$ cat config.mk
export PLATFORM = sky130hd
export DESIGN_NAME = interpolated_zero_crossing_locator
export DESIGN_NICKNAME = d
export VERILOG_FILES = /design/src/rtl/core/izcl_pkg.sv /design/src/rtl/core/interpolated_zero_crossing_locator.sv
export SDC_FILE = /design/constraint.sdc
export NUM_CORES = 1
export LEC_CHECK = 0
export BUFFER_PORTS_ARGS = -buffer_cell sky130_fd_sc_hd__buf_2
export CORE_UTILIZATION = 67
export CTS_CLUSTER_SIZE = 25
export DETAILED_ROUTE_END_ITERATION = 6
export PLACE_DENSITY = 0.83
export SLEW_MARGIN = 5
export SYNTH_ARGS = -nofsm -noshare
export SYNTH_HDL_FRONTEND = slang
export SYNTH_SLANG_ARGS = --single-unit
$ cat constraint.sdc
create_clock -name clk -period 5.9 [get_ports clk]
set_clock_uncertainty 0.1 [all_clocks]
set_input_delay 1.18 -clock clk [delete_from_list [all_inputs] [get_ports clk]]
set_output_delay 1.18 -clock clk [all_outputs]
set_load 0.01 [all_outputs]
$ cat src/rtl/core/izcl_pkg.sv
`timescale 1ns / 1ps
// Package for the interpolated zero-crossing locator.
// Holds the sequencer state type, control bundle, register codes and reset values.
// Has no dependencies.
package izcl_pkg;

  localparam int WINDOW_WIDTH    = 10;
  localparam int CFG_INDEX_WIDTH = 2;

  localparam logic [CFG_INDEX_WIDTH-1:0] CFG_WINDOW_FIRST = 2'd0;
  localparam logic [CFG_INDEX_WIDTH-1:0] CFG_WINDOW_LAST  = 2'd1;

  localparam logic [WINDOW_WIDTH-1:0] WINDOW_FIRST_RESET = 10'd10;
  localparam logic [WINDOW_WIDTH-1:0] WINDOW_LAST_RESET  = 10'd1011;

  typedef enum logic [2:0] {
    ST_IDLE,
    ST_INTERP,
    ST_ACCUM,
    ST_SETUP,
    ST_MEAN_RISE,
    ST_MEAN_FALL,
    ST_FINISH
  } state_t;

  typedef struct packed {
    logic take_item;
    logic div_run;
    logic div_done;
    logic load_rise;
    logic load_fall;
    logic accum;
    logic out_load;
  } ctl_t;

endpackage

$ cat src/rtl/core/interpolated_zero_crossing_locator.sv
`timescale 1ns / 1ps
// Interpolated zero-crossing locator: top level with sequencer and shared divider.
// Depends on izcl_pkg for the state type, control bundle and register codes.
//
// Usage: samples of one column enter on the in channel (sample, last), one
// item per handshake, starting at index 0. Crossings between neighbors whose
// lower index lies in [window_first, window_last] are located by linear
// interpolation and averaged per direction. The item that carries last
// produces one result on the out channel: mean rising and falling positions
// with FRACTION_BITS fraction bits and a found flag for each direction.
// Flow: after an item without a crossing the block is ready for the next item;
// an item with a crossing holds the input while the bit-serial restoring divider
// interpolates it. The last item adds the two mean divisions, which run on the
// same divider with SUM_W = 2 * clog2(MAX_LENGTH) + FRACTION_BITS quotient bits.
// The result sits in an output register; the block goes on taking items of
// the next column while it waits, and only stalls before writing the next
// result if the receiver has not yet taken the previous one.
// The cfg channel is always ready; writes are meant for idle periods only.
// Reset restores the window registers to 10 and 1011 and clears the column.
module interpolated_zero_crossing_locator
  import izcl_pkg::*;
#(
  parameter int MAX_LENGTH    = 1024,
  parameter int SAMPLE_WIDTH  = 16,
  parameter int FRACTION_BITS = 8
) (
  input  logic                                      clk,
  input  logic                                      rst,
  input  logic                                      in_valid,
  output logic                                      in_ready,
  input  logic signed [SAMPLE_WIDTH-1:0]            sample,
  input  logic                                      last,
  output logic                                      out_valid,
  input  logic                                      out_ready,
  output logic [$clog2(MAX_LENGTH)+FRACTION_BITS-1:0] rising_position,
  output logic [$clog2(MAX_LENGTH)+FRACTION_BITS-1:0] falling_position,
  output logic                                      rising_found,
  output logic                                      falling_found,
  input  logic                                      cfg_valid,
  output logic                                      cfg_ready,
  input  logic [CFG_INDEX_WIDTH-1:0]                cfg_index,
  input  logic [WINDOW_WIDTH-1:0]                   cfg_data
);

  localparam int LOW_W   = $clog2(MAX_LENGTH);
  localparam int IDX_W   = $clog2(MAX_LENGTH + 1);
  localparam int POS_W   = LOW_W + FRACTION_BITS;
  localparam int COUNT_W = LOW_W;
  localparam int SUM_W   = POS_W + COUNT_W;
  localparam int V_W     = (COUNT_W > SAMPLE_WIDTH + 1) ? COUNT_W : SAMPLE_WIDTH + 1;
  localparam int STEP_W  = $clog2(SUM_W + 1);
  localparam int CMP_W   = (LOW_W > WINDOW_WIDTH) ? LOW_W : WINDOW_WIDTH;

  state_t state;
  state_t state_next;
  ctl_t   ctl;

  logic [WINDOW_WIDTH-1:0] window_first;
  logic [WINDOW_WIDTH-1:0] window_last;

  logic [SAMPLE_WIDTH-1:0] previous_sample;
  logic [IDX_W-1:0]        sample_index;
  logic [SUM_W-1:0]        rising_sum;
  logic [SUM_W-1:0]        falling_sum;
  logic [COUNT_W-1:0]      rising_count;
  logic [COUNT_W-1:0]      falling_count;

  logic [LOW_W-1:0] lower;
  logic             is_last;
  logic             is_rising;

  logic [V_W-1:0]    rem;
  logic [V_W-1:0]    dvs;
  logic [SUM_W-1:0]  dvd;
  logic [SUM_W-1:0]  quo;
  logic [STEP_W-1:0] step_count;
  logic [POS_W-1:0]  rise_mean;

  logic [IDX_W-1:0]        idx_m1;
  logic [LOW_W-1:0]        lower_now;
  logic                    pair_ok;
  logic                    rise_hit;
  logic                    fall_hit;
  logic [SAMPLE_WIDTH:0]   prev_ext;
  logic [SAMPLE_WIDTH:0]   cur_ext;
  logic [SAMPLE_WIDTH:0]   num_sel;
  logic [SAMPLE_WIDTH:0]   den_sel;
  logic [V_W:0]            trial;
  logic [V_W:0]            diff;
  logic                    ge;
  logic [POS_W-1:0]        position;

  // Pair examination at the moment an item is taken.
  always_comb begin
    idx_m1    = sample_index - IDX_W'(1);
    lower_now = idx_m1[LOW_W-1:0];
    pair_ok   = (sample_index != '0) && (sample_index < IDX_W'(MAX_LENGTH))
                && (CMP_W'(lower_now) >= CMP_W'(window_first))
                && (CMP_W'(lower_now) <= CMP_W'(window_last));
    rise_hit  = pair_ok && (previous_sample[SAMPLE_WIDTH-1] || previous_sample == '0)
                && !sample[SAMPLE_WIDTH-1] && (sample != '0);
    fall_hit  = pair_ok && !previous_sample[SAMPLE_WIDTH-1] && sample[SAMPLE_WIDTH-1];
    prev_ext  = {previous_sample[SAMPLE_WIDTH-1], previous_sample};
    cur_ext   = {sample[SAMPLE_WIDTH-1], sample};
    if (rise_hit) begin
      num_sel = '0 - prev_ext;
      den_sel = cur_ext - prev_ext;
    end else begin
      num_sel = prev_ext;
      den_sel = prev_ext - cur_ext;
    end
  end

  // Shared restoring divider step.
  always_comb begin
    trial    = {rem, dvd[SUM_W-1]};
    diff     = trial - {1'b0, dvs};
    ge       = (trial >= {1'b0, dvs});
    position = {lower, quo[FRACTION_BITS-1:0]};
  end

  always_comb begin
    state_next = state;
    unique case (state)
      ST_IDLE: begin
        if (in_valid) begin
          if (rise_hit || fall_hit) begin
            state_next = ST_INTERP;
          end else if (last) begin
            state_next = ST_SETUP;
          end
        end
      end
      ST_INTERP: begin
        if (step_count == '0) begin
          state_next = ST_ACCUM;
        end
      end
      ST_ACCUM: begin
        state_next = is_last ? ST_SETUP : ST_IDLE;
      end
      ST_SETUP: begin
        state_next = ST_MEAN_RISE;
      end
      ST_MEAN_RISE: begin
        if (step_count == '0) begin
          state_next = ST_MEAN_FALL;
        end
      end
      ST_MEAN_FALL: begin
        if (step_count == '0) begin
          state_next = ST_FINISH;
        end
      end
      ST_FINISH: begin
        if (!out_valid || out_ready) begin
          state_next = ST_IDLE;
        end
      end
      default: begin
        state_next = ST_IDLE;
      end
    endcase
  end

  always_comb begin
    ctl           = '0;
    in_ready      = (state == ST_IDLE);
    ctl.take_item = in_valid && (state == ST_IDLE);
    ctl.div_done  = (step_count == '0);
    ctl.div_run   = ((state == ST_INTERP) || (state == ST_MEAN_RISE) || (state == ST_MEAN_FALL))
                    && (step_count != '0);
    ctl.load_rise = (state == ST_SETUP);
    ctl.load_fall = (state == ST_MEAN_RISE) && ctl.div_done;
    ctl.accum     = (state == ST_ACCUM);
    ctl.out_load  = (state == ST_FINISH) && (!out_valid || out_ready);
  end

  assign cfg_ready = 1'b1;

  always_ff @(posedge clk) begin
    if (rst) begin
      state <= ST_IDLE;
    end else begin
      state <= state_next;
    end
  end

  always_ff @(posedge clk) begin
    if (rst) begin
      window_first <= WINDOW_FIRST_RESET;
      window_last  <= WINDOW_LAST_RESET;
    end else if (cfg_valid && cfg_ready) begin
      case (cfg_index)
        CFG_WINDOW_FIRST: window_first <= cfg_data;
        CFG_WINDOW_LAST:  window_last  <= cfg_data;
        default: begin
        end
      endcase
    end
  end

  // Column state.
  always_ff @(posedge clk) begin
    if (rst || ctl.out_load) begin
      previous_sample <= '0;
      sample_index    <= '0;
      rising_sum      <= '0;
      falling_sum     <= '0;
      rising_count    <= '0;
      falling_count   <= '0;
    end else begin
      if (ctl.take_item) begin
        previous_sample <= sample;
        if (sample_index < IDX_W'(MAX_LENGTH)) begin
          sample_index <= sample_index + IDX_W'(1);
        end
      end
      if (ctl.accum) begin
        if (is_rising) begin
          rising_sum   <= rising_sum + SUM_W'(position);
          rising_count <= rising_count + COUNT_W'(1);
        end else begin
          falling_sum   <= falling_sum + SUM_W'(position);
          falling_count <= falling_count + COUNT_W'(1);
        end
      end
    end
  end

  always_ff @(posedge clk) begin
    if (ctl.take_item) begin
      lower     <= lower_now;
      is_last   <= last;
      is_rising <= rise_hit;
    end
  end

  always_ff @(posedge clk) begin
    if (rst) begin
      step_count <= '0;
    end else if (ctl.take_item && (rise_hit || fall_hit)) begin
      step_count <= STEP_W'(FRACTION_BITS);
    end else if (ctl.load_rise) begin
      step_count <= (rising_count != '0) ? STEP_W'(SUM_W) : '0;
    end else if (ctl.load_fall) begin
      step_count <= (falling_count != '0) ? STEP_W'(SUM_W) : '0;
    end else if (ctl.div_run) begin
      step_count <= step_count - STEP_W'(1);
    end
  end

  always_ff @(posedge clk) begin
    if (ctl.take_item && (rise_hit || fall_hit)) begin
      rem <= V_W'(num_sel);
      dvs <= V_W'(den_sel);
      dvd <= '0;
      quo <= '0;
    end else if (ctl.load_rise) begin
      rem <= '0;
      dvs <= V_W'(rising_count);
      dvd <= rising_sum;
      quo <= '0;
    end else if (ctl.load_fall) begin
      rise_mean <= quo[POS_W-1:0];
      rem       <= '0;
      dvs       <= V_W'(falling_count);
      dvd       <= falling_sum;
      quo       <= '0;
    end else if (ctl.div_run) begin
      rem <= ge ? diff[V_W-1:0] : trial[V_W-1:0];
      dvd <= {dvd[SUM_W-2:0], 1'b0};
      quo <= {quo[SUM_W-2:0], ge};
    end
  end

  always_ff @(posedge clk) begin
    if (rst) begin
      out_valid <= 1'b0;
    end else if (ctl.out_load) begin
      out_valid <= 1'b1;
    end else if (out_ready) begin
      out_valid <= 1'b0;
    end
  end

  always_ff @(posedge clk) begin
    if (ctl.out_load) begin
      rising_position  <= rise_mean;
      falling_position <= quo[POS_W-1:0];
      rising_found     <= (rising_count != '0);
      falling_found    <= (falling_count != '0);
    end
  end

  // The interpolation quotient is a pure fraction.
  assert property (@(posedge clk) disable iff (rst)
    (state == ST_ACCUM) |-> (quo[SUM_W-1:FRACTION_BITS] == '0))
    else $error("interpolation fraction overflowed");

  // The partial remainder stays below the divisor while the divider runs.
  assert property (@(posedge clk) disable iff (rst)
    ctl.div_run |-> (rem < dvs))
    else $error("divider remainder out of range");

  // A new result only ever comes from the finishing state.
  assert property (@(posedge clk) disable iff (rst)
    $rose(out_valid) |-> ($past(state) == ST_FINISH))
    else $error("result raised outside the finishing state");

  // A direction with no crossing reports position zero.
  assert property (@(posedge clk) disable iff (rst)
    out_valid |-> ((rising_found || rising_position == '0)
                   && (falling_found || falling_position == '0)))
    else $error("position reported without a crossing");

endmodule

==> impl_summary.md, run 1 <==
Flow run
The total of max-cap violations is 0.

Route
The antenna violation net count after detailed routing is 0. The vias per cell is 6.14. After the first detailed-routing iteration, the DRC count stood at 1012. The final routed wire length divided by cell count is 17.5 µm. In the routed design, unresolved DRC markers number 2.

The total via count after detailed routing is 13102. The first detailed-routing pass took 7 iterations. The wire length after detailed routing is 37300 µm.

Floorplanning
The number of ports placed on the die boundary is 75. For this configuration, the core starts out at a cell density of 68.9%. The width of the chip is 155 µm. The die covers 24000 µm². The height of the die is 155 µm.

In this run the core area contains 55 standard-cell rows. The placeable core area is 22800 µm².

Timing
For the pin with the worst max-slew slack, the measured transition is 1.26 ns. The sum of negative setup slack is 0 ns. The final clock period utilization by the worst path is 80.7%. The final max-slew violation count came to 0.

For the finished layout, the period the worst path requires is 4.76 ns. The count of final setup violators is 0. Timing would allow up to 210 MHz. The final count of hold timing violations is 0. The remaining max-slew budget at the tightest pin is 15.8%.

Setup repair after global routing left no endpoint under its margin.

Clocking
The quantity of hold-fixing buffers added after cts is 0. The cell sitting at the root of the clock tree is a sky130_fd_sc_hd__clkbuf_16. After clock tree synthesis, the setup repair step added 0 buffers.

In this run the number of H-tree levels came out at 1. TritonCTS built the clock tree. The insertion delay to the later sink of the worst-skew pair is 0.55 ns.

The longest clock path from root to sink contains 3 buffers. The TritonCTS buffer count is 30. The number of cells upsized or downsized after cts is 0. The number of sinks on the clock net is 280. Clock-pin slew was measured on the worst setup and hold paths at 0.06 ns.

Synth
The proportion of netlist area held by the largest area contributor is 22.7%. The fraction of the mapped netlist area in compound gates is 18.6%. The post-synthesis net count is 1913. Summing the areas of all xor and xnor instances in the mapped netlist gives 5.75% of the synthesized area. For this run, the number of Yosys warnings is 0. Of all cell types, the one taking the most synthesized area is sky130_fd_sc_hd__dfxtp_1. Yosys attributes the largest share of cell area to sky130_fd_sc_hd__dfxtp_1 (23%), sky130_fd_sc_hd__edfxtp_1 (20%), sky130_fd_sc_hd__ha_1 (9.2%). A synthesized cell averages 8.92 µm². The synthesized netlist occupies a cell area of 15700 µm². Summing the areas of all fa, ha and maj instances in the mapped netlist gives 9.80% of the synthesized area. The post-synthesis simple-gate area fraction is 17.6%. The number of enable flip-flop cells after synthesis is 102.

The async set-or-reset flop fraction in the synthesized netlist is 0%. The number of distinct standard cells referenced by the synthesized netlist is 79. The synthesized design contains 280 register bits. The largest family of logic cells by synthesized area is compound AO/OA/AOI/OAI gates.

The prevailing post-synth register cell is sky130_fd_sc_hd__dfxtp_1. The part of the Yosys area used for sequential elements is 42.2%. The number of cells produced by synthesis is 1759. Of the post-synthesis cell area, the part taken by muxes is 1.47%.

Global route
The initial antenna violation count is 0. The via count of the first global-routing pass is 12177. The pin count of the biggest net entering global routing is 104.

The total routing usage reported by global routing is 31.1%. The first global-routing pass estimated 60700 µm of wire. The residual overflow from global routing is 0.

Critical path
STA classifies the critical path endpoint as a flop. For the worst setup path, the data arrival time is 4.83 ns. The worst flop-to-flop path startpoint is sample_index[2]$_SDFFE_PP0P_. The slowest cell on the critical path is sky130_fd_sc_hd__nor2_2. The critical path class is reg -> reg. For this run, the slowest stage of the critical path takes 0.55 ns.

Traced cell by cell, the critical path runs through nor4_1 > nand2b_1 > nor4_1 > xnor2_1 > ha_1 > and3_1 > nand3_1 > o211a_1 > o2111ai_1 > nor2_2 > nor2_2 > inv_2 > nor2_2 > inv_1. For the worst setup path, the data required time is 5.97 ns. In this design, the critical path's most frequently occurring cell is sky130_fd_sc_hd__nor2_2.

The flop-to-flop setup slack is 1.14 ns. In this run the worst path has a maximum fanout of 18. The kind of launch point of the worst setup path is a flop. The endpoint of the worst-slack reg-to-reg timing path is rem[12]$_DFFE_PP_. The number of cells traversed by the worst register-to-register path is 14.

Cells and area
The antenna diode count is 0. The filler cells instantiated in the layout total 1602. Relative to the synthesized area, the layout overhead comes to 9.71%. The fraction of layout instances using a drive strength above 1 is 9.00%. The storage element area is 6630 µm². Summing all multi-input logic gate instances after layout gives 8380 µm². After routing the design area is 17200 µm². At the end of the flow, the number of nets in the layout was 1952.

Min path
The startpoint of the lowest-slack hold path is rise_mean[8]$_DFFE_PP_. The worst hold path passes through 0 cells. The worst hold path belongs to the class reg -> reg. The endpoint of the worst hold-timing path is rising_position[8]$_DFFE_PP_.

Status
The checks that failed: design-rule violations. The run finished, with violations left.

Placement
The area after detailed placement is 16300 µm². The count of buffers from port buffering is 73. The placer congestion estimate is 0.954. The estimated wirelength of the detail-placed design is 26100 µm.

Power
The analysis attributes to cell leakage a power of 6.95 nW. The largest vdd supply drop is 268 µV. Dividing total power by cell area gives a power density of 468 nW/µm².
cells by family (layout without fill, tap and decap cells):
| family | Yosys count | count (layout) |
|---|---|---|
| AO/OA/AOI/OAI | 449 | 449 |
| XOR/XNOR | 103 | 103 |
| adder cells (fa/ha/maj) | 120 | 120 |
| buffers and inverters | 183 | 246 |
| flip-flops | 280 | 280 |
| multiplexers | 23 | 23 |
| other | 1 | 1 |
| AND/OR/NAND/NOR | 600 | 600 |
worst max path at each step:
stage                                 startpoint                             to  depth (start not counted)
finish              sample_index[2]$_SDFFE_PP0P_              rem[12]$_DFFE_PP_                         14
global route        sample_index[2]$_SDFFE_PP0P_           dvd[27]$_SDFFE_PP0P_                         15
CTS                 sample_index[2]$_SDFFE_PP0P_              rem[13]$_DFFE_PP_                         14
detailed placement  sample_index[2]$_SDFFE_PP0P_              rem[13]$_DFFE_PP_                         14
global placement    sample_index[2]$_SDFFE_PP0P_               rem[8]$_DFFE_PP_                         14
floorplan                              out_ready  falling_count[0]$_SDFFE_PP0P_                          7
sequential cells by signal, indices dropped and copies added, names as in the netlist, 11 cells and up:
| name | count |
|---|---|
| dvs | 17 |
| sample_index | 11 |
| falling_position | 18 |
| rising_sum | 28 |
| falling_sum | 28 |
| rise_mean | 18 |
| quo | 18 |
| previous_sample | 16 |
| rem | 17 |
| rising_position | 18 |
| dvd | 28 |
worst max-delay path: cells and delay by family (launching register included):
kind	cells	cell delay, ns
AND/OR/NAND/NOR	8	2.10
AO/OA/AOI/OAI	2	0.65
buffers and inverters	2	0.59
flip-flops	1	0.39
adder cells (fa/ha/maj)	1	0.35
XOR/XNOR	1	0.19
layer usage:
metal	vias to the layer above	part of all wire, %	track usage (%)
li1	6332	-	-
met1	6154	44	43.0
met2	557	47	51.6
met3	59	6.9	4.07
met4	0	2.0	8.39
met5	-	0	0
through the flow:
step	util [%]	setup WS (ns)	hold slack (ns)	instances	power, mW
2_1_floorplan	-	1.50	0.300	1759	5.32
3_3_place_gp	71.3	1.37	0.301	2079	6.04
3_5_place_dp	71.3	1.19	0.305	2079	6.16
4_1_cts	75.6	1.18	0.319	2135	8.01
5_1_grt	75.6	0.716	0.325	2135	8.55
6_report	75.6	1.14	0.317	2135	8.06
where the power goes:
group | internal (mW) | switching, mW | total [mW]
clock | 1.08 | 0.762 | 1.84
combinational | 1.31 | 2.04 | 3.35
sequential | 2.53 | 0.341 | 2.87
total | 4.92 | 3.15 | 8.06
synth_stat cells (18+ instances only):
cell	count
sky130_fd_sc_hd__a211oi_1	22
sky130_fd_sc_hd__a21o_1	25
sky130_fd_sc_hd__a21oi_1	169
sky130_fd_sc_hd__clkbuf_1	54
sky130_fd_sc_hd__dfxtp_1	178
sky130_fd_sc_hd__edfxtp_1	102
sky130_fd_sc_hd__ha_1	115
sky130_fd_sc_hd__inv_1	102
sky130_fd_sc_hd__mux2i_1	22
sky130_fd_sc_hd__nand2_1	244
sky130_fd_sc_hd__nand3_1	31
sky130_fd_sc_hd__nor2_1	157
sky130_fd_sc_hd__nor2b_1	18
sky130_fd_sc_hd__nor3_1	24
sky130_fd_sc_hd__o21ai_0	71
sky130_fd_sc_hd__o22ai_1	20
sky130_fd_sc_hd__or3_1	18
sky130_fd_sc_hd__xnor2_1	54
sky130_fd_sc_hd__xor2_1	49
cells in the final DEF, fill, tap and decap left out, drive strengths merged, types with 8 or more instances in the layout:
cell	instances
nand2	244
dfxtp	178
a21oi	169
nor2	159
ha	115
inv	104
edfxtp	102
buf	86
o21ai	73
xnor2	54
xor2	49
clkbuf	39
nand3	31
nor3	26
a21o	25
a211oi	23
mux2i	22
o22ai	20
or3	18
nor2b	18
nand2b	16
nand4	16
and3	16
a211o	15
a31oi	15
a221o	14
a222oi	13
nor4	12
o21a	12
and2	12
clkinv	12
or2	8
area by class of cell:
class / instances / area share [%]
clock buffers: 39 / 4.61
clock inverters: 17 / 1.02
inverters: 104 / 2.27
multi-input cells: 1296 / 48.7
flip-flops and latches: 280 / 38.5
well taps: 313 / 2.27
repair buffers: 86 / 2.69
No activity file was read; power rests on OpenSTA's default activity.
==> run 2: changes to the inputs <==
--- a/config.mk
+++ b/config.mk
@@ -6,10 +6,10 @@
 export NUM_CORES = 1
 export LEC_CHECK = 0
 export BUFFER_PORTS_ARGS = -buffer_cell sky130_fd_sc_hd__buf_2
-export CORE_UTILIZATION = 67
+export CORE_UTILIZATION = 56
 export CTS_CLUSTER_SIZE = 25
 export DETAILED_ROUTE_END_ITERATION = 6
-export PLACE_DENSITY = 0.83
+export PLACE_DENSITY = 0.74
 export SLEW_MARGIN = 5
 export SYNTH_ARGS = -nofsm -noshare
 export SYNTH_HDL_FRONTEND = slang
==> constraint.sdc (replaced) <==
create_clock -name clk -period 4.28 [get_ports clk]
set_clock_uncertainty 0.1 [all_clocks]
set_input_delay 0.856 -clock clk [delete_from_list [all_inputs] [get_ports clk]]
set_output_delay 0.856 -clock clk [all_outputs]
set_load 0.01 [all_outputs]
==> impl_summary.md, run 2 (same netlist as run 1, synthesis figures left out) <==
Global route
For this run the aggregate overflow at the end of global routing stands at 0. The first-pass GRT wire length is 61000 µm. The via count of the first global-routing pass was 12330.

Entering global routing, the biggest net connects 68 pins. The initial antenna violation count is 0. Across every metal layer, demand over resource in global routing totals 26.0%.

Floorplanning
From bottom edge to top edge, the die measures 169 µm. The die is 169 µm wide. The row count is 60. For this configuration, the core starts out at a cell density of 57.6%.

The placeable core area is 27300 µm². The number of ports placed on the die boundary is 75. The die covers 28700 µm².

Cells and area
The largest registers in the layout are dvd x28, falling_sum x28, rising_sum x28. The synthesis-to-finish area growth is 11.3%. In the final layout, the share of cells above drive strength 1 is 9.86%. The library cells used most frequently in the layout, excluding fill and tap cells, are sky130_fd_sc_hd__nand2_1 (244), sky130_fd_sc_hd__dfxtp_1 (178), sky130_fd_sc_hd__a21oi_1 (169). The antenna diode count is 0. The final-stage net count is 1966. The finished layout holds 2207 standard cells, fillers aside. The finished layout cell area is 17500 µm². The library cell used most frequently in the layout, excluding fill and tap cells, is sky130_fd_sc_hd__nand2_1.

Clocking
The root buffer cell is sky130_fd_sc_hd__clkbuf_16. The number of sinks on the clock net is 280. The quantity of hold-fixing buffers added after cts is 0. The number of cells upsized or downsized after cts is 0.

CTS built an H-tree with a depth of 1. After clock tree synthesis, the setup repair step added 0 buffers. The clock passes through at most 3 buffers. Clock-pin slew was measured on the worst setup and hold paths at 0.06 ns. The CTS tree is yes. The insertion delay to the later sink of the worst-skew pair is 0.56 ns.

The number of clock buffers added by TritonCTS is 29.

Placement
The estimated wirelength of the detail-placed design is 26400 µm. Buffers placed on the I/O ports in this run total 73. The placed cell count is 2153.

Routability-driven placement finished with a final weighted congestion of 0.893. Summing all placed instances gives a cell area of 16500 µm².

Timing
The final period demand of the worst path is 3.97 ns. Setup repair after global routing left no endpoint under its margin. Adding up every negative setup slack in the final design gives 0 ns.

The fmax is 252 MHz. Headroom to the max-slew limit came out at 26.6%. The final clock period utilization by the worst path is 92.8%. The final count of hold timing violations is 0. Setup violations remaining at the end of the flow were counted as 0.

The final max-slew violation count came to 0. At the pin with the least slew margin, the transition time is 1.10 ns.

Critical path
STA puts the critical path data required time at 4.47 ns. The critical path is of the reg -> reg type. Setup slack on the worst reg-to-reg path comes out at 0.31 ns.

STA classifies the critical path startpoint as a flop. The worst setup path is captured at a flop. Of all nets on the critical path, the largest fanout is 16. The arrival time at the worst endpoint is 4.17 ns.

Route
The DRC violations left is 0. The routed design has 37100 µm of wire. In this run, the number of DRC markers left after iteration 0 of detailed routing was 1001.

Once detail routing completed, the nets flagged for antenna violations numbered 0. After detailed routing, the average wire length per cell comes to 16.8 µm. The vias per cell is 5.87. The total via count after detailed routing is 12958.

The number of detailed-routing iterations run before antenna repair is 6.

Power
The power per cell area is 642 nW/µm². The leakage power total is 7.04 nW. The worst-case IR drop observed on VDD is 431 µV.

Min path
The worst min-delay path class is reg -> reg.

Status
The run finished with clean final reports.

Flow run
Across the run, the number of max-cap violations was 0.
run 2: changes by cell type in the layout (fill, tap and decap cells not counted), moves of 2 or more:
| cell | before | now |
|---|---|---|
| sky130_fd_sc_hd__buf_12 | 0 | 3 |
| sky130_fd_sc_hd__buf_4 | 13 | 25 |
| sky130_fd_sc_hd__clkbuf_1 | 8 | 6 |
| sky130_fd_sc_hd__clkbuf_8 | 1 | 3 |
| sky130_fd_sc_hd__clkinv_2 | 6 | 4 |
| sky130_fd_sc_hd__nor4_1 | 12 | 10 |
| sky130_fd_sc_hd__nor4_2 | 0 | 2 |
run 2: final timing paths:
| path | from | endpoint | cells after the start |
|---|---|---|---|
| max | previous_sample[9]$_SDFFE_PP0P_ | dvs[14]$_SDFFCE_PN0P_ | 14 |
| min | rise_mean[10]$_DFFE_PP_ | rising_position[10]$_DFFE_PP_ | 0 |
| max reg2reg | previous_sample[9]$_SDFFE_PP0P_ | dvs[14]$_SDFFCE_PN0P_ | 14 |
| min reg2reg | rise_mean[10]$_DFFE_PP_ | rising_position[10]$_DFFE_PP_ | 0 |
run 2: worst max-delay path, cell delays in order, from the launching register on:
cell	delay, ns
sky130_fd_sc_hd__dfxtp_1	0.38
sky130_fd_sc_hd__inv_1	0.16
sky130_fd_sc_hd__nand4_1	0.17
sky130_fd_sc_hd__or3_1	0.39
sky130_fd_sc_hd__or4_1	0.49
sky130_fd_sc_hd__ha_1	0.20
sky130_fd_sc_hd__a311oi_1	0.25
sky130_fd_sc_hd__buf_4	0.18
sky130_fd_sc_hd__and2_1	0.13
sky130_fd_sc_hd__o211ai_2	0.21
sky130_fd_sc_hd__buf_4	0.28
sky130_fd_sc_hd__or3_1	0.36
sky130_fd_sc_hd__a32oi_1	0.19
sky130_fd_sc_hd__xor2_1	0.17
sky130_fd_sc_hd__nor2_1	0.06
run 2: where the power goes:
part           switching [mW]  internal, mW  total [mW]
Clock                    1.04          1.54        2.59
Combinational            2.80          1.89        4.69
Sequential              0.453          3.48        3.94
run 2: area by class of cell:
type	instances	area [µm²]
fill	2267	9780
multi-input combinational	1296	8390
sequential	280	6630
clock buffer	38	790
timing repair buffer	101	613
tap	372	465
inverter	104	390
clock inverter	16	198
run 2: stage by stage:
step | hold slack, ns | utilization (%) | setup slack [ns] | total power, mW
3_5_place_dp | 0.305 | 60.5 | 0.268 | 8.60
3_3_place_gp | 0.302 | 60.5 | 0.304 | 8.47
4_1_cts | 0.317 | 64.1 | 0.246 | 11.2
6_report | 0.315 | 64.1 | 0.306 | 11.2
2_1_floorplan | 0.300 | - | 0.209 | 7.34
5_1_grt | 0.323 | 64.1 | 0.0483 | 11.9
run 2: routing by layer:
metal,vias up,track usage (%),share of wire [%]
li1,6364,-,-
met1,6087,36.5,46
met2,442,42.9,45
met3,65,2.87,6.1
met4,0,6.03,2.2
met5,-,0,0
==> run 3: changes to the inputs <==
--- a/config.mk
+++ b/config.mk
@@ -6,10 +6,11 @@
 export NUM_CORES = 1
 export LEC_CHECK = 0
 export BUFFER_PORTS_ARGS = -buffer_cell sky130_fd_sc_hd__buf_2
-export CORE_UTILIZATION = 56
+export CORE_UTILIZATION = 58
+export CTS_BUF_LIST = sky130_fd_sc_hd__clkbuf_8
 export CTS_CLUSTER_SIZE = 25
 export DETAILED_ROUTE_END_ITERATION = 6
-export PLACE_DENSITY = 0.74
+export PLACE_DENSITY = 0.76
 export SLEW_MARGIN = 5
 export SYNTH_ARGS = -nofsm -noshare
 export SYNTH_HDL_FRONTEND = slang
==> constraint.sdc (replaced) <==
create_clock -name clk -period 4.28 [get_ports clk]
set_clock_uncertainty 0.1 [all_clocks]
set_input_delay 0.856 -clock clk [delete_from_list [all_inputs] [get_ports clk]]
set_output_delay 0.856 -clock clk [all_outputs]
set_load 0.02 [all_outputs]
==> impl_summary.md, run 3 (same netlist as run 1, synthesis figures left out) <==
Cells and area
The top cell types in the final layout, fill and taps aside, are sky130_fd_sc_hd__nand2_1 (244), sky130_fd_sc_hd__dfxtp_1 (178), sky130_fd_sc_hd__a21oi_1 (169). The storage element area is 6630 µm². The library cell used most frequently in the layout, excluding fill and tap cells, is sky130_fd_sc_hd__nand2_1. The number of antenna diodes in the final layout is 0.

In the final layout, the multi-input gates occupy 8390 µm². The non-filler instance count after layout is 2199. Fill cells in the final layout number 2115. The synthesis-to-finish area growth is 10.7%. Of the cells placed in the final design, the portion with a size suffix greater than 1 is 10.7%.

The largest registers in the layout are dvd x28, falling_sum x28, rising_sum x28. The final-stage net count is 1983.

Power
The overall power of the completed layout is 11.0 mW. The leakage power total is 7.12 nW. Net switching is 39.4% of the power. The internal portion of the total power is 6.67 mW. The power per cell area is 633 nW/µm².

Across the VDD grid, the largest voltage drop is 428 µV. The portion of total power attributed to combinational logic is 42.4%. The part of the total power dissipated in sequential elements is 35.8%. The net switching power is 4.33 mW. The clock network fraction of total power is 21.7%.

Timing
The final period demand of the worst path is 3.94 ns. In this run the tightest slew margin relative to its limit is 25.0%. Setup repair after global routing left no endpoint under its margin. The fmax is 254 MHz. The measured slew at the worst slew-check pin is 1.12 ns. The final clock period utilization by the worst path is 92.0%. The count of final setup violators is 0. The sum of negative setup slack is 0 ns.

The final max-slew violation count was 0. The final count of hold timing violations came to 0.

Global route
The initial antenna violation count is 0. Entering global routing, the biggest net connects 63 pins. The residual overflow from global routing is 0. The total routing usage reported by global routing is 26.7%.

The first-pass GRT wire length is 60800 µm. The via count of the first global-routing pass came to 12389.

Route
In the final routed layout, each cell accounts on average for 17.0 µm. After detailed routing, the number of vias per cell comes to 5.91. For this run, design rule violations remaining after detail routing come to 10. The number of violations reported at the end of detailed-routing iteration 0 is 994. The routed layout has 12992 vias. The wire length on met3 is 2200 µm.

The antenna violation net count after detailed routing is 0. The length of routed met2 wiring is 17300 µm. The number of detailed-routing iterations run before antenna repair is 7. The routed metal-1 wire length is 17200 µm. Routed signal wires occupy layers up through met4. The wire length after detailed routing is 37400 µm.

Floorplanning
The height of the die is 167 µm. In this run the standard cell core region covers 26300 µm². The number of ports placed on the die boundary is 75. The width of the chip is 167 µm. The initial cell density of the core is 59.7%. The floorplan has 59 rows. The die covers 27700 µm².

Clocking
The insertion delay to the later sink of the worst-skew pair is 0.57 ns. The CTS tree is yes. The H-tree was split into 2 levels. The clock transition at the registers of the reported paths is 0.06 ns.

The tree is rooted in a sky130_fd_sc_hd__clkbuf_8. The number of clock buffers added by TritonCTS is 47. The maximum number of buffers from clock root to sink is 3.

The clock net in this run drives a total of 280 sinks.

Critical path
The critical path goes through nor4_1 > nand4_1 > or4_1 > ha_1 > a311oi_1 > buf_4 > and2_1 > o211ai_2 > buf_4 > or3_1 > a32oi_1 > xor2_1 > nor2_1. The number of buffers and inverters on the critical path is 2. Data on the critical path is required at its endpoint by 4.48 ns. The slowest stage of the critical path is the sky130_fd_sc_hd__nor4_1 cell. STA puts the critical path data arrival time at 4.14 ns.

On the worst path, the slowest cell contributes a delay of 0.50 ns. STA classifies the critical path endpoint as a flop. The critical path is of the reg -> reg type. By instance count, the cell type seen most on the critical path is sky130_fd_sc_hd__buf_4.

The kind of launch point of the worst setup path is a flop. The cell family contributing the most delay on the critical path is simple AND/OR/NAND/NOR gates. In this run the worst path has a maximum fanout of 19.

Placement
The placed cell count is 2115. The count of buffers from port buffering is 73. Detailed placement finished with a half-perimeter wire length of 26100 µm. At the end of routability-driven placement, the weighted congestion stood at 0.924.

Status
The checks that failed: design-rule violations. The run finished, with violations left.

Flow run
The tool flagged a number of max-cap violations equal to 0.

Min path
The min-delay analysis places its worst path in the category reg -> reg.
run 3: area by class of cell:
| class | count | area share [%] |
|---|---|---|
| multi-input cells | 1296 | 48.3 |
| clock buffers | 60 | 4.75 |
| inverters | 104 | 2.25 |
| well taps | 335 | 2.41 |
| flip-flops and latches | 280 | 38.1 |
| repair buffers | 100 | 3.41 |
| clock inverters | 24 | 0.799 |
run 3: worst paths after layout:
kind              depth (start not counted)                             from  slack, ns                            end
setup / recovery                         13  previous_sample[2]$_SDFFE_PP0P_       0.34          dvs[14]$_SDFFCE_PN0P_
hold / removal                            0          rise_mean[13]$_DFFE_PP_       0.32  rising_position[13]$_DFFE_PP_
setup reg to reg                         13  previous_sample[2]$_SDFFE_PP0P_       0.34          dvs[14]$_SDFFCE_PN0P_
hold reg to reg                           0          rise_mean[13]$_DFFE_PP_       0.32  rising_position[13]$_DFFE_PP_
run 3: stage by stage:
| stage | worst slack, ns | area, µm² | utilization [%] | hold WS (ns) |
|---|---|---|---|---|
| global placement | 0.367 | 16400 | 62.4 | 0.301 |
| floorplan | 0.209 | 15700 | - | 0.300 |
| detailed placement | 0.281 | 16400 | 62.4 | 0.305 |
| global route | 0.00439 | 17400 | 66.1 | 0.328 |
| finish | 0.341 | 17400 | 66.1 | 0.321 |
| CTS | 0.238 | 17400 | 66.1 | 0.321 |
run 3: worst reg2reg max path: cells and delay by family, from the launching register on:
family,cells,cell delay [ns]
AO/OA/AOI/OAI,3,0.61
XOR/XNOR,1,0.17
adder cells (fa/ha/maj),1,0.19
buffers and inverters,2,0.44
flip-flops,1,0.38
AND/OR/NAND/NOR,6,1.78
run 3: timing repair:
action,in CTS,in global routing
gates resized for setup,0,2
buffers inserted,0,0
setup endpoints to repair,0,38
hold buffers,0,0
run 3: power groups by stage:
stage | clock network, mW | logic (mW) | registers (mW)
CTS | 2.43 | 4.61 | 3.93
floorplan | 0 | 3.54 | 3.81
global route | 2.55 | 5.21 | 4.00
global placement | 0 | 4.43 | 3.96
detailed placement | 0 | 4.57 | 3.98
finish | 2.39 | 4.67 | 3.94
run 3: layer usage:
layer / global-route usage (%) / vias up
li1: - / 6410
met1: 36.2 / 6134
met2: 44.1 / 387
met3: 4.18 / 61
met4: 8.17 / 0
met5: 0 / -
